==> src/sv/wpm_pkg.sv <==
// Package for the wildcard pattern matcher: item kind codes, wildcard bytes,
// the default pattern capacity and the struct that feeds the match cell.
// No dependencies.
package wpm_pkg;

  localparam int unsigned MaxPatternDef = 64;

  localparam logic [1:0] KIND_PATTERN = 2'd0;
  localparam logic [1:0] KIND_TEXT    = 2'd1;
  localparam logic [1:0] KIND_RESTART = 2'd2;

  localparam logic [7:0] STAR_BYTE = 8'h2A;
  localparam logic [7:0] ANY_BYTE  = 8'h3F;

  // Operands of one step of the row update.
  typedef struct packed {
    logic       restart;  // build the restart row instead of a text update
    logic [7:0] pat;      // pattern byte of this column
    logic [7:0] text;     // current text byte
    logic       above;    // old row bit of this column
    logic       diag;     // old row bit of the previous column
    logic       left;     // new row bit of the previous column
  } wpm_cell_in_t;

endpackage

==> src/sv/wpm_cell.sv <==
// Match cell of the wildcard pattern matcher: works out one new row bit.
// Depends on wpm_pkg.
module wpm_cell import wpm_pkg::*; (
  input  wpm_cell_in_t cell_i,
  output logic         next_o
);

  always_comb begin
    if (cell_i.restart) begin
      // The restart row holds while every pattern byte so far is a star.
      next_o = cell_i.left && (cell_i.pat == STAR_BYTE);
    end else begin
      priority if (cell_i.pat == STAR_BYTE) begin
        next_o = cell_i.above || cell_i.left;
      end else if ((cell_i.pat == ANY_BYTE) || (cell_i.pat == cell_i.text)) begin
        next_o = cell_i.diag;
      end else begin
        next_o = 1'b0;
      end
    end
  end

endmodule

==> src/sv/wildcard_pattern_matcher.sv <==
// Wildcard pattern matcher, one item at a time. A text or restart request sweeps the stored
// pattern column by column through the one memory read port and then gives a result; with
// an empty pattern it goes straight to the result step. A pattern request sweeps the same
// way with no result. No new request is taken until the sweep is through, and a result
// left waiting holds the block in its last step. Depends on wpm_pkg and wpm_cell.
// Reset clears length, overflow flag and control and sets row bit 0; memory is not cleared.
module wildcard_pattern_matcher import wpm_pkg::*; #(
  parameter int unsigned MAX_PATTERN = MaxPatternDef
) (
  input  logic       clk_i,
  input  logic       rst_ni,
  input  logic       in_valid_i,
  output logic       in_ready_o,
  input  logic [1:0] kind_i,
  input  logic [7:0] symbol_i,
  input  logic       first_i,
  output logic       out_valid_o,
  input  logic       out_ready_i,
  output logic       matched_o,
  output logic       pattern_overflow_o
);

  // Address width of the memory and width of the length count.
  localparam int unsigned AW = (MAX_PATTERN > 1) ? $clog2(MAX_PATTERN) : 1;
  localparam int unsigned LW = $clog2(MAX_PATTERN + 1);

  // Sequencer states.
  localparam logic [1:0] ST_IDLE  = 2'd0;
  localparam logic [1:0] ST_ISSUE = 2'd1;
  localparam logic [1:0] ST_RUN   = 2'd2;
  localparam logic [1:0] ST_FIN   = 2'd3;

  // Each memory word holds pattern byte k in its low byte and row bit k+1 in
  // its top bit, so that one read gives everything a column step needs.
  logic [8:0]    mem_q [MAX_PATTERN];
  logic [8:0]    rd_q;

  logic [1:0]    state_q, state_d;
  logic [LW-1:0] len_q, len_d;
  logic          ovf_q, ovf_d;
  logic          row0_q, row0_d;
  logic [AW-1:0] k_q, k_d;
  logic          diag_q, diag_d;
  logic          left_q, left_d;
  logic          restart_q, restart_d;
  logic          want_q, want_d;
  logic [7:0]    text_q, text_d;
  logic          out_valid_q, out_valid_d;
  logic          matched_q, matched_d;
  logic          out_ovf_q, out_ovf_d;

  logic          accept;
  logic [LW-1:0] eff_len;
  logic          room;
  logic          wr_en;
  logic [AW-1:0] wr_addr;
  logic [8:0]    wr_data;
  logic          rd_en;
  logic [AW-1:0] rd_addr;
  logic          last;
  logic          next_bit;
  wpm_cell_in_t  cell_in;

  assign accept  = in_valid_i && in_ready_o;
  assign eff_len = first_i ? '0 : len_q;
  assign room    = eff_len < LW'(MAX_PATTERN);
  assign last    = (LW'(k_q) + LW'(1)) == len_q;

  assign cell_in.restart = restart_q;
  assign cell_in.pat     = rd_q[7:0];
  assign cell_in.text    = text_q;
  assign cell_in.above   = rd_q[8];
  assign cell_in.diag    = diag_q;
  assign cell_in.left    = left_q;

  wpm_cell u_cell (
    .cell_i (cell_in),
    .next_o (next_bit)
  );

  always_comb begin
    state_d     = state_q;
    len_d       = len_q;
    ovf_d       = ovf_q;
    row0_d      = row0_q;
    k_d         = k_q;
    diag_d      = diag_q;
    left_d      = left_q;
    restart_d   = restart_q;
    want_d      = want_q;
    text_d      = text_q;
    out_valid_d = out_valid_q;
    matched_d   = matched_q;
    out_ovf_d   = out_ovf_q;
    wr_en       = 1'b0;
    wr_addr     = k_q;
    wr_data     = {next_bit, rd_q[7:0]};
    rd_en       = 1'b0;
    rd_addr     = '0;

    // The waiting result leaves whenever the far side takes it.
    if (out_valid_q && out_ready_i) begin
      out_valid_d = 1'b0;
    end

    unique case (state_q)
      ST_IDLE: begin
        if (accept) begin
          text_d = symbol_i;
          k_d    = '0;
          unique case (kind_i)
            KIND_PATTERN: begin
              // Append the byte if there is room, else flag overflow; then rebuild the restart row.
              if (room) begin
                wr_en   = 1'b1;
                wr_addr = eff_len[AW-1:0];
                wr_data = {1'b0, symbol_i};
                len_d   = eff_len + LW'(1);
              end else begin
                len_d = eff_len;
              end
              ovf_d     = (first_i ? 1'b0 : ovf_q) || !room;
              restart_d = 1'b1;
              want_d    = 1'b0;
              row0_d    = 1'b1;
              left_d    = 1'b1;
              state_d   = ST_ISSUE;
            end
            KIND_TEXT: begin
              // Column 0 can never match a non-empty text.
              restart_d = 1'b0;
              want_d    = 1'b1;
              diag_d    = row0_q;
              row0_d    = 1'b0;
              left_d    = 1'b0;
              state_d   = (len_q == '0) ? ST_FIN : ST_ISSUE;
            end
            KIND_RESTART: begin
              restart_d = 1'b1;
              want_d    = 1'b1;
              row0_d    = 1'b1;
              left_d    = 1'b1;
              state_d   = (len_q == '0) ? ST_FIN : ST_ISSUE;
            end
            default: begin
              // Unknown kind: the pattern and the row stay as they are and nothing is reported.
              state_d = ST_IDLE;
            end
          endcase
        end
      end
      ST_ISSUE: begin
        rd_en   = 1'b1;
        rd_addr = '0;
        state_d = ST_RUN;
      end
      ST_RUN: begin
        // Column k_q+1 is updated while column k_q+2 is being fetched.
        wr_en  = 1'b1;
        diag_d = rd_q[8];
        left_d = next_bit;
        if (last) begin
          state_d = ST_FIN;
        end else begin
          rd_en   = 1'b1;
          rd_addr = k_q + AW'(1);
          k_d     = k_q + AW'(1);
        end
      end
      ST_FIN: begin
        // The last new row bit is the whole-pattern answer.
        if (!want_q) begin
          state_d = ST_IDLE;
        end else if (!out_valid_q || out_ready_i) begin
          out_valid_d = 1'b1;
          matched_d   = left_q;
          out_ovf_d   = ovf_q;
          state_d     = ST_IDLE;
        end
      end
      default: begin
        state_d = ST_IDLE;
      end
    endcase
  end

  always_ff @(posedge clk_i or negedge rst_ni) begin
    if (!rst_ni) begin
      state_q     <= ST_IDLE;
      len_q       <= '0;
      ovf_q       <= 1'b0;
      row0_q      <= 1'b1;
      out_valid_q <= 1'b0;
      want_q      <= 1'b0;
    end else begin
      state_q     <= state_d;
      len_q       <= len_d;
      ovf_q       <= ovf_d;
      row0_q      <= row0_d;
      out_valid_q <= out_valid_d;
      want_q      <= want_d;
    end
  end

  // Datapath registers carry no reset.
  always_ff @(posedge clk_i) begin
    k_q       <= k_d;
    diag_q    <= diag_d;
    left_q    <= left_d;
    restart_q <= restart_d;
    text_q    <= text_d;
    matched_q <= matched_d;
    out_ovf_q <= out_ovf_d;
  end

  always_ff @(posedge clk_i) begin
    if (wr_en) begin
      mem_q[wr_addr] <= wr_data;
    end
    if (rd_en) begin
      rd_q <= mem_q[rd_addr];
    end
  end

  assign in_ready_o         = (state_q == ST_IDLE);
  assign out_valid_o        = out_valid_q;
  assign matched_o          = matched_q;
  assign pattern_overflow_o = out_ovf_q;

endmodule

==> config.mk <==
export PLATFORM = sky130hd
export DESIGN_NAME = wildcard_pattern_matcher
export DESIGN_NICKNAME = d
export VERILOG_FILES = /design/src/sv/wpm_pkg.sv /design/src/sv/wpm_cell.sv /design/src/sv/wildcard_pattern_matcher.sv
export SDC_FILE = /design/constraint.sdc
export NUM_CORES = 1
export LEC_CHECK = 0
export BUFFER_PORTS_ARGS = -buffer_cell sky130_fd_sc_hd__buf_2
export CAP_MARGIN = 20
export CORE_ASPECT_RATIO = 1.1
export CORE_UTILIZATION = 45
export CTS_CLUSTER_DIAMETER = 120
export DETAILED_ROUTE_END_ITERATION = 8
export PLACE_DENSITY = 0.68
export SLEW_MARGIN = 20
export SYNTH_ARGS = -nofsm -noshare
export SYNTH_HDL_FRONTEND = slang
export SYNTH_SLANG_ARGS = --single-unit
==> constraint.sdc <==
create_clock -name clk_i -period 3.1 [get_ports clk_i]
set_clock_uncertainty 0.15 [all_clocks]
set_input_delay 0.31 -clock clk_i [delete_from_list [all_inputs] [get_ports clk_i]]
set_output_delay 0.31 -clock clk_i [all_outputs]
set_load 0.005 [all_outputs]
==> metrics <==
final setup vio count=8; initial DRC count=2464; sequential share of the synthesized area=0.724; Min Clock Period, post-route=between 3000 and 4000 ps; element type at the critical path end=register; maximum clock frequency=307 MHz; total die area=57600 sq um; TritonCTS clock tree=yes; Setup crit start kind=register; syn nets=between 1500 and 2000; total gr overflow=0; FF+latch count, synth=617; synth top area cells=edfxtp_1, nand2_1, nor2_1, o21ai_0, a21oi_1; clk_lat worst skew=between 600 and 700 ps; ys flop type=edfxtp_1; I/O pin total=19; initial antenna violation count=1; CTS Buf Count=59; WP data required=3420 ps; largest net degree at the start of global routing=65; Total Power=about 37 mW; PD cells=1130 nW/um^2; IO Port Bufs=18; met3 Use GR=0.0483; CTS root buf=clkbuf_16; Post-DP Area=~30000 sq um; WS Path Type=reg -> reg; GR Layer Usage met2=0.471; RSZ-0062 raised after global routing=yes; most used routing layer in global routing=met2; Syn-to-layout area delta=30.2%; Post-route DRC=2; worst vdd ir=0.598 mV; Detail Route Antenna Nets=0; largest area contributor in the netlist=edfxtp_1; Post-synth EDFFs=slightly above 600; vias in the first global route=around 18000; starting density of the core=0.455; Placer Congestion=1.09; Final Cell Area=33200 sq um; Die Wd=between 200 and 250 um; via count=~19000; # Max-Cap Violations=0; clk buf depth=3; core footprint=56000 sq um; Clk pin slew, worst setup/hold paths=60 ps; Avg WL per Cell=around 29 um; drt via density=6.10; DIE HEIGHT=about 250 um; row count=91; Pleak=11.7 nW; Ys Warns=0; All-Layer GR Usage=0.306; fill count=4291; worst path arrival time=roughly 3600 ps; failing checks=DRC, setup timing; Yosys top cell area share=0.711; synth unique cells=78; worst hold path type=in -> async; Crit Path Max Fanout=6; Pre-antenna DRT Iters=8; met1 global-route usage=0.426; clk sinks=617; pre-CTS setup slack=-628 ps; FFs w/ async S/R, synth=0.0211; Mapped Cells=1898; H-tree depth=2; post-synthesis cell area=25500 sq um; Max Slew Vio Count=0; final WL=slightly below 90000 um; first-pass GRT wire length=127000 um; Final WS setup=-159 ps; Net count, final=2325; Post-Syn Area per Cell=13.4 sq um; fraction of layout cells with a size suffix above 1=0.312; HPWL Detailed=just under 60000 um; total negative slack=-911 ps; Worst slew margin=0.518; Final Hold Viols=0; Slew @ Worst Pin=722 ps; hold slack=29.4 ps; Tcrit/Tclk final=1.05; status=finished, violations left
[per-layer routing]
layer / share of wire / vias to the layer above
met5: 0 / -
met3: 0.10 / 251
met1: 0.39 / 9377
met4: 0.055 / 0
met2: 0.45 / 1222
li1: - / 8016
[timing repair]
| action | 4_1_cts | 5_1_grt |
|---|---|---|
| gates resized for setup | 175 | 102 |
| hold buffers | 12 | 0 |
| pin swaps | 38 | 41 |
| endpoints found under the hold margin | 27 | 0 |
| gates cloned | 5 | 3 |
| buffers inserted | 34 | 22 |
| setup endpoints to repair | 69 | 485 |
[metrics by stage]
stage | cells | utilization
finish | 3092 | 0.593
detailed placement | 2910 | 0.524
floorplan | 1898 | -
global route | 3091 | 0.593
CTS | 3068 | 0.581
global placement | 2910 | 0.524
[layout make-up]
type,instances,area [sq um],share of cell area
antenna,1,2.50,0.0000753
clock buffer,74,1530,0.0461
clock inverter,36,345,0.0104
inverter,14,77.6,0.00234
multi-input combinational,1156,7550,0.227
sequential,617,18500,0.556
tap,744,931,0.0280
timing repair buffer,450,4310,0.130
[critical path: stages (launching register included)]
cell	delay, ps
edfxtp_1	430
xor3_1	450
nor3_2	230
o211ai_4	150
a21oi_4	200
buf_6	170
buf_4	140
buf_4	120
nor2_4	50
buf_12	140
and3_1	210
o41ai_4	390
o211ai_1	160
o31ai_2	110
[state kept, by name, summed over array words and instances (netlist names), 2 cells and up]
signal / count
mem_q: 576
rd_q: 9
text_q: 8
len_q: 7
k_q: 6
state_q: 2
[synthesized netlist by cell type, types with 15 or more instances]
master,instances
edfxtp_1,604
buf_1,19
nor3_1,28
a31oi_1,54
o21ai_0,83
clkbuf_1,51
buf_2,33
nand2_1,364
nand3_1,71
o22ai_1,38
mux4_2,15
nor2_1,140
o221ai_1,16
and3_1,25
a211oi_1,21
a21oi_1,76
mux2i_1,18
[cell usage in the layout, fill, tap and decap left out, types with 8 or more instances in the layout]
cell and n:
dfrtp_1 12, nor3_1 25, ha_1 10, a211oi_1 11, mux4_2 15, buf_4 311, clkinv_1 9, mux2i_1 17
a31oi_1 46, inv_1 8, dlygate4sd3_1 12, a21oi_1 66, nor2_2 25, nand4_1 10, clkbuf_1 15, a211oi_2 9
nand2_4 13, nand2_1 343, buf_6 55, o22ai_1 32, o21ai_1 17, buf_12 44, nor2_1 98, o211ai_1 13
o21ai_0 63, and2_1 11, buf_2 18, clkbuf_16 61, nand3_1 68, edfxtp_1 604, clkinv_2 13, nand2_2 9
o221ai_1 10, xor2_1 9, and3_1 22, nor2_4 19
[cell families after synthesis]
| group | Yosys count | share of synthesized area |
|---|---|---|
| buffers and inverters | 125 | 0.0219 |
| AOI/OAI and AO/OA | 387 | 0.0991 |
| and+or+nand+nor | 700 | 0.119 |
| muxes | 39 | 0.0230 |
| xor gates and xnor gates | 18 | 0.00677 |
| adders and majority gates | 12 | 0.00589 |
| DFF | 617 | 0.724 |
[path summary, 6_finish.rpt]
| check | slack [ps] | cells past startpoint | endpoint | start |
|---|---|---|---|---|
| setup / recovery | -160 | 13 | rd_q[2] | k_q[2] |
| hold / removal | 30 | 2 | row0_q | rst_ni |
| setup reg to reg | -160 | 13 | rd_q[2] | k_q[2] |
| hold reg to reg | 320 | 0 | pattern_overflow_o | ovf_q |
| max in group asynchronous | 1750 | 3 | len_q[4] | rst_ni |
| min in group clk_i | 30 | 3 | restart_q | kind_i[1] |
[where the power goes]
part | leakage (nW) | total, mW | internal [mW] | switching (mW)
registers | 5.56 | 11.2 | 10.9 | 0.295
logic | 5.19 | 19.1 | 7.39 | 11.7
clock network | 0.918 | 7.09 | 3.94 | 3.15
total | 11.7 | 37.4 | 22.2 | 15.2
(Power assumes the default switching activity.)
